==> src/sv/dbdtp_ram.sv <==
// ----------------------------------------------------------------------------
// dbdtp_ram
// Generic single-write, single-read RAM with a registered read port.
// ----------------------------------------------------------------------------
module dbdtp_ram #(
  parameter int WIDTH = 8,
  parameter int DEPTH = 16
) (
  input  logic                     clk,
  input  logic                     we,
  input  logic [$clog2(DEPTH)-1:0] waddr,
  input  logic [WIDTH-1:0]         wdata,
  input  logic                     re,
  input  logic [$clog2(DEPTH)-1:0] raddr,
  output logic [WIDTH-1:0]         rdata
);

  logic [WIDTH-1:0] mem [DEPTH];

  always_ff @(posedge clk) begin
    if (we) begin
      mem[waddr] <= wdata;
    end
    if (re) begin
      rdata <= mem[raddr];
    end
  end

endmodule

==> config.mk <==
export PLATFORM = sky130hd
export DESIGN_NAME = dbdtp_ram
export DESIGN_NICKNAME = d
export VERILOG_FILES = /design/src/sv/dbdtp_ram.sv
export SDC_FILE = /design/constraint.sdc
export NUM_CORES = 1
export LEC_CHECK = 0
export BUFFER_PORTS_ARGS = -buffer_cell sky130_fd_sc_hd__buf_2
export CORE_MARGIN = 1
export CORE_UTILIZATION = 40
export DETAILED_ROUTE_END_ITERATION = 10
export HOLD_SLACK_MARGIN = 0.1
export PLACE_DENSITY = 0.67
export SYNTH_ARGS = -nofsm -noshare
export SYNTH_HDL_FRONTEND = slang
export SYNTH_SLANG_ARGS = --single-unit
==> constraint.sdc <==
create_clock -name clk -period 2 [get_ports clk]
set_input_delay 0.4 -clock clk [delete_from_list [all_inputs] [get_ports clk]]
set_output_delay 0.4 -clock clk [all_outputs]
set_load 0.1 [all_outputs]
After elaboration in Yosys (flattened, before gate mapping)
Memory sizes are Yosys's and may differ from the RTL's. A register that Yosys moved wholly into a read port is not among the register bits. Index checks and enable logic that the tools add are counted.

Register bits: 0. Latch bits: 0. Bits in writable memories: 128. ROM bits: 0. Bits of input ports: 19. Output and inout port bits: 8. Logic and storage cells: 3. Memories: 1.

Memory list: mem (words 16, bits a word 8, rd ports 1, clocked after memory_dff 1, wr ports 1, line 18) `logic [WIDTH-1:0] mem [DEPTH];`.

Add/subtract/negate cells: 0. Multipliers: 0. Divide/modulo/power cells: 0. Order comparisons: 0. Equal/unequal tests: 0. Shift-type cells: 0. Multiplexer cells: 2. Bitwise gates (word level): 0. Reductions and logical operators: 0.

Operators with widths (number): 1-bit 2-to-1 mux (2).

Logic depth before layout (Yosys ltp)
Depth after elaboration: 2. Gate-level depth with buffers: 5. Gate-level depth less buffers: 3.

Least setup slack after synthesis
OpenSTA, ideal clock, no wires.

Kind: input port to flip-flop. Start: input port waddr[2]. End: memory mem[0][0] (enable). Library setup time: 0.383 ns. Data arrival time: 1.510 ns. Data required time: 1.617 ns. Setup slack: 0.107 ns. Stages on the path: 2. Path buffers: 0. Cell sequence: or3b_2 nor3_1.

RTL lines: start, declared (line 11) `input logic [$clog2(DEPTH)-1:0] waddr,`; end, declared (line 18).

No word-level cell before the write port.

==> impl_metrics.py <==
metrics = {
    "status": {
        "outcome": "finished, final reports clean",
    },
    "timing": {
        "rsz0062_at_grt": "false",
        "fin_tns_setup_ns": 0,
        "fmax_mhz": 612.8,
        "worst_pin_slew_ns": 0.4976,
        "finClkSkew_ns": 0.005240,
        "finalMaxSlewViolations": 0,
        "period_minus_slack_ns": 1.632,
        "max_slew_margin_pct": 67.05,
        "setup_violations": 0,
        "post-route-period-util_pct": 81.59,
        "hold_viol_final": 0,
    },
    "detailed_routing": {
        "drt-met1-wl_um": 4165,
        "num_vias": 2458,
        "wl_met2_um": 4874,
        "route.detailed.drc": 0,
        "vias_per_cell": 5.230,
        "maxUsedRoutingLayer": "met4",
        "first_pass_iters": 4,
        "wl_um": 9648,
        "drt_iter0_markers": 219,
        "wl_per_cell_um": 20.53,
        "wl_met3_um": 453,
        "antenna_left": 0,
    },
    "finish": {
        "antennaDiodeCount": 0,
        "final_core_util_pct": 49.45,
        "final_cell_mix": "edfxtp_1 (136), buf_2 (26), mux4_2 (18), buf_4 (18), clkbuf_16 (17)",
        "final_common_cell": "edfxtp_1",
        "fillers": 1010,
        "drive_above_1_share_pct": 31.54,
        "syn2layout_area_growth_pct": 19.87,
        "fin_nets": 304,
        "finish.instance_area_sq_um": 6266,
    },
    "setup_path": {
        "slowest_delay_ns": 0.62,
        "critPathMaxFanout": 22,
        "crit_path_top_delay_cell": "mux4_1",
        "startpoint_type": "input pin",
        "required_ns": 2.15,
        "cp-end-kind": "flop",
        "cp_cell_sequence": "buf_2, buf_12, mux4_1, a22oi_1, nand2_1",
        "critPathKind": "input pin to flop",
        "critPathArrivalTime_ns": 1.78,
    },
    "job": {
        "drv_cap": 0,
    },
    "grt": {
        "grt_pass1_vias": 2464,
        "antenna_found_initial": 0,
        "overflow": 0,
        "grt_max_degree": 33,
        "grtUsageTotal_pct": 15.86,
        "grt_first_pass_wirelength_um": 14720,
    },
    "clocking": {
        "ctsHoldBuffers": 0,
        "clk_latency_ns": 0.40,
        "h-tree-depth": 4,
        "path_clk_slew_ns": 0.06,
        "root_buffer": "clkbuf_16",
        "cts_resized": 0,
        "clock_sinks": 136,
        "ctsLongestPathBuffers": 2,
        "cts_buffers": 17,
        "cts_tree": "yes",
        "cts_setup_buffers": 0,
    },
    "logic_synthesis": {
        "synth_area_sq_um": 5228,
        "netlist.area_leader.share_pct": 78.12,
        "synth_nets": 248,
        "yosys-top-cells-area": "edfxtp_1 (78%), mux4_2 (7.8%), mux4_1 (7.0%)",
        "ys_seq_area_share_pct": 78.12,
        "postSynthCellCount": 229,
        "ys_warn_count": 0,
        "synth_cell_types": 18,
        "synth.largest_area_cell": "edfxtp_1",
        "synth_seq_cells": 136,
        "synth.avg_cell_area_sq_um": 22.83,
    },
    "place": {
        "dp_hpwl_um": 6117,
        "portBuffers": 26,
        "place.gp.congestion": 0.6949,
        "postPlaceCellArea_sq_um": 5682,
    },
    "floorplan": {
        "initial_utilization_pct": 41.26,
        "io_pins": 27,
        "dieArea_sq_um": 13530,
        "die_h_um": 116.3,
        "coreArea_sq_um": 12670,
        "fp.dieW_um": 116.3,
        "fp-row-count": 41,
    },
    "pwr": {
        "ir_drop_uv": 658.0,
        "leakage_nw": 2.109,
        "powerDensity_nw_per_um2": 1062,
    },
    "hold_path": {
        "min_path_type": "input pin to flop",
    },
}
[final timing paths]
path / from / to / slack, ns / depth (start not counted)
max: raddr[0] / rdata[1] / 0.37 / 5
min: re / rdata[3] / 0.35 / 1
max reg2reg: mem[1][1] / rdata[1] / 0.45 / 3
min reg2reg: mem[14][5] / rdata[5] / 0.76 / 3
[registers in the layout, indices dropped and copies added, names as in the netlist]
signal	count
mem	128
rdata	8
[cell families (layout without fill, tap and decap cells)]
logic type             Yosys count  in the layout  share of synthesized area (%)
and+or+nand+nor                 35             35                          3.136
buffers and inverters           10             79                          1.651
DFF                            136            136                          78.12
muxes                           32             32                          14.79
AOI/OAI and AO/OA               16             16                          2.298
[cells in the mapped netlist (all sizes together)]
cell / count
or3b: 1
edfxtp: 136
nand3: 1
nand2: 9
nor2: 13
mux4: 32
nor2b: 1
clkdlybuf4s25: 3
a22oi: 16
buf: 7
and2b: 1
nand2b: 2
nand3b: 2
nor3: 4
and2: 1
[layer usage]
layer | vias up | global-route usage (%)
met1 | 1289 | 19.66
met2 | 61 | 26.31
met5 | - | 0
met3 | 12 | 4.048
li1 | 1096 | -
met4 | 0 | 7.265
[critical path: cells and delay by family]
kind            cells  cell delay, ns
compound gates      1            0.29
buf+inv             2            0.35
simple gates        1            0.10
mux                 1            0.62
[layout make-up]
type	instances	area, sq um	share of cell area, %
sequential	136	4084	65.18
multi-input combinational	83	1057	16.87
clock buffer	17	425.4	6.789
timing repair buffer	47	325.3	5.192
tap	172	215.2	3.434
clock inverter	15	158.9	2.536
[power by group]
| group | switching [W] | total [W] | internal (W) |
|---|---|---|---|
| Clock | 0.00110 | 0.00303 | 0.00194 |
| Sequential | 0.0000150 | 0.00323 | 0.00321 |
| Combinational | 0.000265 | 0.000396 | 0.000131 |
[per-stage QoR]
step | hold WS, ns | setup slack [ns] | std cells | power [W]
2_1_floorplan | 0.4989 | 0.1071 | 229 | 0.003547
3_3_place_gp | 0.7393 | -0.002279 | 438 | 0.003675
3_5_place_dp | 0.7520 | -0.01432 | 438 | 0.003685
4_1_cts | 0.3421 | 0.3739 | 470 | 0.006698
5_1_grt | 0.3493 | 0.3352 | 470 | 0.006848
6_report | 0.3541 | 0.3682 | 470 | 0.006657
Note: power is estimated with default switching activity, not from simulation.
